===== config.mk =====
export PLATFORM = sky130hd
export DESIGN_NAME = hid_report_descriptor_scanner
export DESIGN_NICKNAME = d
export VERILOG_FILES = /design/src/hdl/hrds_pkg.sv /design/src/hdl/hid_report_descriptor_scanner.sv /design/src/hdl/hrds_parser.sv
export SDC_FILE = /design/constraint.sdc
export NUM_CORES = 1
export LEC_CHECK = 0
export BUFFER_PORTS_ARGS = -buffer_cell sky130_fd_sc_hd__clkbuf_2
export CORE_UTILIZATION = 65
export CTS_CLUSTER_DIAMETER = 200
export DETAILED_ROUTE_END_ITERATION = 16
export GPL_ROUTABILITY_DRIVEN = 0
export PLACE_DENSITY = 0.82
export RECOVER_POWER = 25
export SLEW_MARGIN = 20
export SYNTH_ARGS = -nofsm -noshare
export SYNTH_HDL_FRONTEND = slang
export SYNTH_SLANG_ARGS = --single-unit

===== constraint.sdc =====
create_clock -name clk -period 11 [get_ports clk]
set_input_delay 1.1 -clock clk [delete_from_list [all_inputs] [get_ports clk]]
set_output_delay 1.1 -clock clk [all_outputs]
set_load 0.005 [all_outputs]

===== src/hdl/hrds_pkg.sv =====
// Package for the HID report descriptor scanner.
// Holds parser phase codes, item tags, field widths and the result record.
// No dependencies.
package hrds_pkg;

    localparam int unsigned BYTE_W   = 8;
    localparam int unsigned VALUE_W  = 16;
    localparam int unsigned TAG_W    = 6;
    localparam int unsigned REM_W    = 9;
    localparam int unsigned IDX_W    = 2;
    localparam int unsigned TDATA_W  = 40;   // report_id + usage_page + usage_id

    localparam logic [BYTE_W-1:0] LONG_PREFIX = 8'hFE;
    localparam logic [1:0]        SIZE_FOUR   = 2'd3;   // size code for four data bytes

    localparam logic [TAG_W-1:0]  TAG_PAGE  = 6'h01;    // prefix 0x04
    localparam logic [TAG_W-1:0]  TAG_USAGE = 6'h02;    // prefix 0x08
    localparam logic [TAG_W-1:0]  TAG_REPID = 6'h21;    // prefix 0x84

    typedef enum logic [3:0] {
        PH_PREFIX   = 4'b0001,
        PH_SHORT    = 4'b0010,
        PH_LONG_LEN = 4'b0100,
        PH_LONG_SKP = 4'b1000
    } phase_t;

    typedef struct packed {
        logic               descriptor_done;
        logic [VALUE_W-1:0] usage_id;
        logic [VALUE_W-1:0] usage_page;
        logic [BYTE_W-1:0]  report_id;
        logic               report_id_valid;
    } result_t;

endpackage


===== src/hdl/hid_report_descriptor_scanner.sv =====
// Top level of the HID report descriptor scanner.
// Byte stream in, one status transfer out per byte, two-entry output buffer.
// Depends on hrds_pkg and hrds_parser.
//
// Usage:
//   The slave channel (s_tvalid/s_tready/s_tdata/s_tlast) takes the
//   descriptor one byte per transfer; s_tlast marks the last byte.
//   Short items (0, 1, 2 or 4 data bytes) are decoded, long items (prefix
//   0xFE) are skipped by their length byte.
//   The master channel gives exactly one transfer per input byte:
//   m_tdata carries the Report ID value and the first nonzero Usage Page
//   and Usage seen so far, m_tuser flags a Report ID completed on that
//   byte, m_tlast echoes the input's last-byte mark.
//   After the last byte all parse state, the kept Usage Page and Usage
//   included, returns to its reset value.
// Timing:
//   An accepted byte's result is registered, in the output register or,
//   while that is held, in the skid register. Throughput is one byte per
//   cycle when s_tready is high; parser state moves one phase step per byte.
// Reset and stalls:
//   rst_n clears the parser and empties the output buffer.
//   When m_tready is low a result waits in the output register and one
//   more is caught in the skid register; s_tready drops only when both
//   are full, so no result is lost or repeated.
module hid_report_descriptor_scanner
    import hrds_pkg::*;
(
    input  logic               clk,
    input  logic               rst_n,
    input  logic               s_tvalid,
    output logic               s_tready,
    input  logic [BYTE_W-1:0]  s_tdata,    // [7:0] data_byte
    input  logic               s_tlast,    // final_byte
    output logic               m_tvalid,
    input  logic               m_tready,
    output logic [TDATA_W-1:0] m_tdata,    // [7:0] report_id, [23:8] usage_page,
                                           // [39:24] usage_id
    output logic               m_tuser,    // [0] report_id_valid
    output logic               m_tlast     // descriptor_done
);

    logic    accept;
    logic    pop;
    result_t res;

    logic    out_valid_reg,  out_valid_next;
    result_t out_data_reg,   out_data_next;
    logic    skid_valid_reg, skid_valid_next;
    result_t skid_data_reg,  skid_data_next;

    assign s_tready = !skid_valid_reg;
    assign accept   = s_tvalid && s_tready;
    assign pop      = out_valid_reg && m_tready;

    hrds_parser u_parser
    (
        .clk        (clk),
        .rst_n      (rst_n),
        .accept     (accept),
        .data_byte  (s_tdata),
        .final_byte (s_tlast),
        .result     (res)
    );

    // Output register plus skid stage; skid drains first to keep order.
    always_comb
    begin
        out_valid_next  = out_valid_reg;
        out_data_next   = out_data_reg;
        skid_valid_next = skid_valid_reg;
        skid_data_next  = skid_data_reg;
        if (!out_valid_reg || pop)
        begin
            if (skid_valid_reg)
            begin
                out_valid_next  = 1'b1;
                out_data_next   = skid_data_reg;
                skid_valid_next = accept;
                skid_data_next  = res;
            end
            else
            begin
                out_valid_next  = accept;
                out_data_next   = res;
                skid_valid_next = 1'b0;
            end
        end
        else if (accept)
        begin
            skid_valid_next = 1'b1;
            skid_data_next  = res;
        end
    end

    always_ff @(posedge clk or negedge rst_n)
    begin
        if (!rst_n)
        begin
            out_valid_reg  <= 1'b0;
            skid_valid_reg <= 1'b0;
        end
        else
        begin
            out_valid_reg  <= out_valid_next;
            skid_valid_reg <= skid_valid_next;
        end
    end

    always_ff @(posedge clk)
    begin
        out_data_reg  <= out_data_next;
        skid_data_reg <= skid_data_next;
    end

    assign m_tvalid = out_valid_reg;
    assign m_tdata  = {out_data_reg.usage_id, out_data_reg.usage_page,
                       out_data_reg.report_id};
    assign m_tuser  = out_data_reg.report_id_valid;
    assign m_tlast  = out_data_reg.descriptor_done;

    // Skid stage only fills behind a full output register.
    a_skid_behind_out: assert property (@(posedge clk) disable iff (!rst_n)
        skid_valid_reg |-> out_valid_reg)
        else $error("skid entry without output entry");

    // After an accepted byte m_tvalid is high in the next cycle, with that result or an older one pending.
    a_accept_gives_result: assert property (@(posedge clk) disable iff (!rst_n)
        accept |=> m_tvalid)
        else $error("accepted byte produced no pending result");

    // Report ID field is zero unless a Report ID item completed.
    a_rid_zero: assert property (@(posedge clk) disable iff (!rst_n)
        (m_tvalid && !m_tuser) |-> (m_tdata[BYTE_W-1:0] == '0))
        else $error("report_id nonzero without report_id_valid");

endmodule


===== src/hdl/hrds_parser.sv =====
// Item walker for the HID report descriptor scanner.
// Holds the parse state and forms one result per accepted byte.
// Depends on hrds_pkg.
module hrds_parser
    import hrds_pkg::*;
(
    input  logic              clk,
    input  logic              rst_n,
    input  logic              accept,
    input  logic [BYTE_W-1:0] data_byte,
    input  logic              final_byte,
    output result_t           result
);

    phase_t             phase_reg,  phase_next;
    logic [REM_W-1:0]   rem_reg,    rem_next;
    logic [TAG_W-1:0]   tag_reg,    tag_next;
    logic [VALUE_W-1:0] accum_reg,  accum_next;
    logic [IDX_W-1:0]   idx_reg,    idx_next;
    logic [VALUE_W-1:0] page_reg,   page_next;
    logic [VALUE_W-1:0] usage_reg,  usage_next;

    logic               apply;
    logic [TAG_W-1:0]   apply_tag;
    logic [VALUE_W-1:0] apply_val;
    logic [REM_W-1:0]   rem_dec;
    logic [REM_W-1:0]   rem_new;
    logic               rid_valid;

    assign rem_dec = (rem_reg != '0) ? rem_reg - 1'b1 : '0;

    always_comb
    begin
        phase_next = phase_reg;
        rem_next   = rem_reg;
        tag_next   = tag_reg;
        accum_next = accum_reg;
        idx_next   = idx_reg;
        apply      = 1'b0;
        apply_tag  = tag_reg;
        apply_val  = '0;
        rem_new    = '0;

        case (phase_reg)
            PH_SHORT:
            begin
                if (idx_reg == 2'd0)
                begin
                    accum_next = {{(VALUE_W-BYTE_W){1'b0}}, data_byte};
                end
                else if (idx_reg == 2'd1)
                begin
                    accum_next = {data_byte, accum_reg[BYTE_W-1:0]};
                end
                idx_next = idx_reg + 1'b1;
                rem_next = rem_dec;
                if (rem_dec == '0)
                begin
                    apply      = 1'b1;
                    apply_val  = accum_next;
                    phase_next = PH_PREFIX;
                end
                else if (final_byte)
                begin
                    apply = 1'b1;   // cut off: value 0
                end
            end
            PH_LONG_LEN:
            begin
                // tag byte plus data bytes
                rem_next   = {1'b0, data_byte} + 1'b1;
                phase_next = PH_LONG_SKP;
            end
            PH_LONG_SKP:
            begin
                rem_next = rem_dec;
                if (rem_dec == '0)
                begin
                    phase_next = PH_PREFIX;
                end
            end
            default:
            begin
                if (data_byte == LONG_PREFIX)
                begin
                    phase_next = PH_LONG_LEN;
                end
                else
                begin
                    tag_next   = data_byte[BYTE_W-1:2];
                    apply_tag  = data_byte[BYTE_W-1:2];
                    accum_next = '0;
                    idx_next   = '0;
                    rem_new    = (data_byte[1:0] == SIZE_FOUR) ? REM_W'(4)
                                                               : REM_W'(data_byte[1:0]);
                    rem_next   = rem_new;
                    phase_next = PH_PREFIX;
                    if (rem_new == '0 || final_byte)
                    begin
                        apply = 1'b1;
                    end
                    else
                    begin
                        phase_next = PH_SHORT;
                    end
                end
            end
        endcase
    end

    // Apply a completed item to the kept fields.
    always_comb
    begin
        page_next  = page_reg;
        usage_next = usage_reg;
        rid_valid  = 1'b0;
        if (apply)
        begin
            if (apply_tag == TAG_PAGE && page_reg == '0)
            begin
                page_next = apply_val;
            end
            if (apply_tag == TAG_USAGE && usage_reg == '0)
            begin
                usage_next = apply_val;
            end
            if (apply_tag == TAG_REPID)
            begin
                rid_valid = 1'b1;
            end
        end
    end

    assign result.report_id_valid = rid_valid;
    assign result.report_id       = rid_valid ? apply_val[BYTE_W-1:0] : '0;
    assign result.usage_page      = page_next;
    assign result.usage_id        = usage_next;
    assign result.descriptor_done = final_byte;

    always_ff @(posedge clk or negedge rst_n)
    begin
        if (!rst_n)
        begin
            phase_reg <= PH_PREFIX;
            rem_reg   <= '0;
            tag_reg   <= '0;
            accum_reg <= '0;
            idx_reg   <= '0;
            page_reg  <= '0;
            usage_reg <= '0;
        end
        else if (accept)
        begin
            if (final_byte)
            begin
                // parser clears after the last descriptor byte
                phase_reg <= PH_PREFIX;
                rem_reg   <= '0;
                tag_reg   <= '0;
                accum_reg <= '0;
                idx_reg   <= '0;
                page_reg  <= '0;
                usage_reg <= '0;
            end
            else
            begin
                phase_reg <= phase_next;
                rem_reg   <= rem_next;
                tag_reg   <= tag_next;
                accum_reg <= accum_next;
                idx_reg   <= idx_next;
                page_reg  <= page_next;
                usage_reg <= usage_next;
            end
        end
    end

endmodule

==> results of run 1 <==
cell families after synthesis:
group	share of synthesized area, %
mux	7.08
simple gates	11.5
fa+ha+maj	1.15
buf+inv	4.41
xor+xnor	0.917
compound gates	18.6
flops	56.3
layout by cell type (no fill, tap or decap), types with 10 or more instances in the layout:
cell,synthesis,routed
mux2i_1,27,27
a31o_2,14,14
o31ai_1,18,18
nand2_1,45,45
edfxtp_1,84,84
nor2_1,57,57
clkbuf_16,0,19
a21o_1,18,18
a32o_1,17,17
o21ai_0,23,22
dfrtp_1,70,69
a22o_1,20,20
clkbuf_2,1,54
inv_1,19,19
nor4_1,10,10
mux2_2,22,22
worst min-delay path by stage:
stage                           start                      to  slack (ns)
5_1_grt         u_parser.accum_reg[5]   u_parser.accum_reg[5]        0.52
2_1_floorplan  u_parser.accum_reg[15]  u_parser.accum_reg[15]        0.45
3_3_place_gp   u_parser.accum_reg[15]  u_parser.accum_reg[15]        0.47
4_1_cts         u_parser.accum_reg[6]   u_parser.accum_reg[6]        0.50
3_5_place_dp    u_parser.accum_reg[4]   u_parser.accum_reg[4]        0.48
6_report        u_parser.accum_reg[4]   u_parser.accum_reg[4]        0.50
cell type report:
type	count	area, µm²
Inverter	20	75.1
Timing Repair Buffer	64	332
Sequential cell	155	4300
Tap cell	143	179
Clock buffer	25	538
Fill cell	748	2900
Clock inverter	7	73.8
Multi-Input combinational cell	411	3020
stage by stage:
stage | util (%) | hold WS [ns]
2_1_floorplan | - | 0.448
3_3_place_gp | 69.3 | 0.469
3_5_place_dp | 69.3 | 0.483
4_1_cts | 74.7 | 0.503
5_1_grt | 74.6 | 0.517
6_report | 74.6 | 0.499
per-layer routing:
| metal | part of all wire, % | vias up |
|---|---|---|
| li1 | - | 2500 |
| met1 | 40 | 2835 |
| met2 | 49 | 329 |
| met3 | 8.1 | 51 |
| met4 | 3.1 | 0 |
| met5 | 0 | - |
power breakdown:
part | internal, mW | total (mW) | switching, mW
logic | 0.0599 | 0.177 | 0.117
registers | 0.651 | 0.671 | 0.0197
clock network | 0.364 | 0.597 | 0.233
total | 1.08 | 1.44 | 0.370
==> summary.txt, run 1 <==
status -> complete, but fails checks
violated checks -> max-capacitance violations, max-slew violations
Reg2Reg Setup Slack -> 6.98 ns
worst-path cell chain -> buf_2 -> clkbuf_1
reg2reg path depth -> 6
dominant synthesized flop cell -> edfxtp_1
worst hold path depth -> 1
post-route cell area -> 8520 µm²
grt ovf -> 0
# IOs -> 57
Post-DP Area -> 7910 µm²
Pins Over Slew Limit -> 119
Cell Count, Final, Fillers Out -> 825
CTS tree -> built
via count of the first global-routing pass -> 5,588
PortBufs -> 56
final worst setup slack -> 6.30 ns
FFs w/ async S/R, synth -> 45.8%
maximum VDD drop -> 117 µV
Place WS -> 7.06 ns
stages on the worst setup path -> 2
count of flip-flops with a built-in enable after synthesis -> 84
Die Width -> 110 µm
row count -> 39
total track usage -> 31.6%
CP Class -> input port to asynchronous set/reset pin
Final #Nets -> 689
Synth top cells by count -> edfxtp_1, dfrtp_1, nor2_1, nand2_1, mux2i_1
Antenna Nets Post-Route -> 0
Netlist cell types -> 68
Num CTS Buffers -> 17
Reg clk slew, reported paths -> 0.06 ns
CTS Root Cell -> clkbuf_16
core area -> 11,400 µm²
Hold Crit Class -> flop to flop
initial core utilization -> 66.9%
Worst Path Arrival -> 4.00 ns
M1 GR Usage -> 42.6%
# diodes -> 0
hold_buf cts -> 0
Post-Synthesis Cells -> 635
Worst R2R End -> skid_data_reg[29]
clock sink count -> 155
Top Usage Layer GRT -> met2
nature of the critical path endpoint -> asynchronous set/reset pin
Yosys warning count -> 0
Avg WL per Cell -> 22.4 µm
dpl hpwl -> 11.8 mm
Die Y-Extent -> 110 µm
largest net degree at the start of global routing -> 72
worst-path fanout max -> 71
Worst Path Buf+Inv -> 2
TNS Setup -> 0 ns
Die ar. -> 12,200 µm²
crit-path max cell delay -> 2.76 ns
post-synthesis register bit count -> 155
max-cap violations -> 2
drt pass-1 iters -> 5
GR Util met2 -> 50.3%
Slew @ Worst Pin -> 3.96 ns
slew margin rel. -> -164%
area growth from synthesis to layout -> 11.5%
Cells after DPL -> 793
max frequency -> 0.213 GHz
final hold violation count -> 0
CP Launch Type -> input port
Post-CTS Resized -> 0
first-pass GRT wire length -> 30.0 mm
fraction of layout cells with a size suffix above 1 -> 21.7%
crit path from -> rst_n
period utilization -> 42.7%
GR Util met3 -> 6.59%
via count -> 5,715
Post-Syn Area -> 7640 µm²
setup fix buffers added after clock tree synthesis -> 0
clock tree buffer depth -> 2
power after layout -> 1.44 mW
clock latency on the worst-skew pair -> 0.42 ns
top cells by area, synth -> edfxtp_1, dfrtp_1, mux2i_1
Seq/Total Area, Yosys -> 56.3%
Final Setup Violations -> 0
Via density -> 6.93
fin crit period -> 4.70 ns
RR Startpoint -> u_parser.phase_reg[2]
area share of the largest cell type after synthesis -> 33.0%
Post-Syn Nets -> 655
most numerous cell in the Yosys netlist -> edfxtp_1
critical path's slowest cell -> clkbuf_1
Largest delay share family, worst path -> buffers and inverters
Routed WL -> 18.5 mm
clock skew -> 0.00730 ns
H-tree Lvls -> 4
P_leak -> 3.76 nW
RSZ-0062 raised after global routing -> no
Iter 0 DRT Violations -> 667
cell taking the most area after synthesis -> edfxtp_1
worst setup path end -> skid_valid_reg
initial antenna violation count -> 0
syn avg cell area -> 12.0 µm²
Power Dens Cells -> 170 nW/µm²
CP required -> 10.30 ns
Remaining DRCs -> 0
max reg flops -> 42
(Power assumes the default switching activity.)
==> run 2, diff against run 1 <==
- CORE_UTILIZATION: 65 -> 60
- PLACE_DENSITY: 0.82 -> 0.77
- clock period: 11 -> 4.6 ns (I/O delays scaled with it)
==> summary.txt, run 2 (synthesis results as in run 1) <==
power after layout -> 3.32 mW (+130%)
Remaining DRCs -> 0 (unchanged)
H-tree Lvls -> 4 (unchanged)
crit path from -> m_tvalid
Worst R2R End -> skid_data_reg[37]
fraction of layout cells with a size suffix above 1 -> 20.9% (-0.76 points)
TNS Setup -> 0 ns (unchanged)
Reg2Reg Setup Slack -> 1.01 ns (-5.97 ns)
core area -> 12,200 µm² (+6.9%)
Iter 0 DRT Violations -> 409 (-39%)
# diodes -> 0 (unchanged)
P_leak -> 3.72 nW (-1.0%)
# IOs -> 57 (unchanged)
Avg WL per Cell -> 20.9 µm (-6.5%)
clock sink count -> 155 (unchanged)
Final #Nets -> 690 (+0.15%)
Worst Path Arrival -> 3.65 ns (-0.35 ns)
clock tree buffer depth -> 2 (unchanged)
CTS Root Cell -> clkbuf_16
CP Class -> flop to flop
Final Setup Violations -> 0 (unchanged)
CTS tree -> built
CP required -> 4.67 ns (-5.63 ns)
PortBufs -> 56 (unchanged)
drt pass-1 iters -> 5 (unchanged)
Cell Count, Final, Fillers Out -> 851 (+3.2%)
initial antenna violation count -> 0 (unchanged)
FILL cells -> 895 (+20%)
setup fix buffers added after clock tree synthesis -> 0 (unchanged)
via count of the first global-routing pass -> 5,281 (-5.5%)
row count -> 40 (+2.6%)
Via density -> 6.49 (-6.3%)
Routed WL -> 17.8 mm (-3.5%)
Pins Over Slew Limit -> 75 (-37%)
CP Launch Type -> flop
period utilization -> 78.0%
Num CTS Buffers -> 17 (unchanged)
Power Dens Cells -> 391 nW/µm² (+130%)
worst-path fanout max -> 46 (-35%)
max-cap violations -> 2 (unchanged)
status -> complete, but fails checks
Die Width -> 115 µm (+4.0%)
Die ar. -> 13,200 µm² (+8.2%)
slew margin rel. -> -68.1% (+96 points)
hold_sp -> s_tvalid
Hold Crit Class -> input port to flop
Post-CTS Resized -> 0 (unchanged)
RSZ-0062 raised after global routing -> no
fin crit period -> 3.59 ns
grt ovf -> 0 (unchanged)
clock latency on the worst-skew pair -> 0.43 ns (about the same)
RR Startpoint -> m_tvalid
max frequency -> 0.279 GHz
Slew @ Worst Pin -> 2.52 ns (-1.44 ns)
nature of the critical path endpoint -> flop
hold_buf cts -> 0 (unchanged)
maximum VDD drop -> 243 µV (+110%)
final hold violation count -> 0 (unchanged)
total track usage -> 28.8% (-2.8 points)
via count -> 5,526 (-3.3%)
area growth from synthesis to layout -> 11.0%
violated checks -> max-capacitance violations, max-slew violations
reg2reg path depth -> 5 (-1)
most common cell after layout, fill and taps aside -> edfxtp_1
Reg clk slew, reported paths -> 0.06 ns (about the same)
Cells after DPL -> 819 (+3.3%)
max reg flops -> 42 (unchanged)
worst setup path end -> skid_data_reg[37]
Antenna Nets Post-Route -> 0 (unchanged)
Die Y-Extent -> 115 µm (+4.0%)
dpl hpwl -> 11.7 mm (-0.89%)
clock skew -> 0.0104 ns (+0.00310 ns)
initial core utilization -> 62.6% (-4.3 points)
first-pass GRT wire length -> 28.4 mm (-5.2%)
largest net degree at the start of global routing -> 49 (-32%)
commonest non-fill, non-tap cells in the layout -> edfxtp_1, dfrtp_1, nor2_1, clkbuf_2, nand2_1
-- run 2: changes by cell type in the layout (fill, tap and decap cells not counted), moves of 2 or more --
cell / delta
clkinv_4: -2
clkbuf_1: +3
clkinv_1: +3
clkbuf_8: -2
clkinv_2: +2
buf_4: +2
clkbuf_2: -2
clkbuf_16: -2
-- run 2: stage by stage --
| step | worst slack [ns] | utilization, % | hold slack [ns] | area [µm²] |
|---|---|---|---|---|
| after global placement | 1.45 | 65.1 | 0.472 | 7950 |
| after global routing | 0.694 | 69.5 | 0.300 | 8480 |
| after CTS | 1.27 | 69.5 | 0.0601 | 8490 |
| after detailed placement | 1.29 | 65.1 | 0.479 | 7950 |
| final | 1.01 | 69.5 | 0.295 | 8480 |
| after floorplan | 1.04 | - | 0.164 | 7640 |
-- run 2: final cells by class --
| type | count | area (µm²) | share of cell area (%) |
|---|---|---|---|
| clock buffers | 22 | 464 | 5.47 |
| clock inverters | 10 | 76.3 | 0.900 |
| inverters | 20 | 75.1 | 0.885 |
| multi-input cells | 411 | 3020 | 35.6 |
| flip-flops and latches | 155 | 4300 | 50.7 |
| well taps | 168 | 210 | 2.48 |
| repair buffers | 65 | 339 | 4.00 |
-- run 2: where the power goes --
group | internal [mW] | switching (mW) | total, mW
Sequential | 1.56 | 0.0438 | 1.60
Combinational | 0.144 | 0.279 | 0.423
Clock | 0.762 | 0.532 | 1.29
-- run 2: critical path, cell delays in order, from the launching register on --
cell and delay, ns:
dfrtp_1 0.38, nand2b_2 0.06, clkbuf_1 1.78, nand2_1 0.32
o21ai_4 0.14, buf_4 0.51
-- run 2: how the worst min path moves through the flow --
stage	depth (start not counted)	slack (ns)	to
6_report	3	0.29	m_tvalid
3_3_place_gp	2	0.47	u_parser.accum_reg[15]
4_1_cts	1	0.06	u_parser.rem_reg[4]
3_5_place_dp	1	0.48	u_parser.accum_reg[0]
5_1_grt	3	0.30	m_tvalid
2_1_floorplan	0	0.16	m_tvalid
-- run 2: metal layers --
metal | part of all wire, % | global-route usage (%) | vias up | wire (µm)
li1 | - | - | 2501 | -
met1 | 44 | 38.7 | 2741 | 7800
met2 | 47 | 45.0 | 245 | 8360
met3 | 6.6 | 6.80 | 39 | 1170
met4 | 2.7 | 12.5 | 0 | 487
met5 | 0 | 0 | - | 0
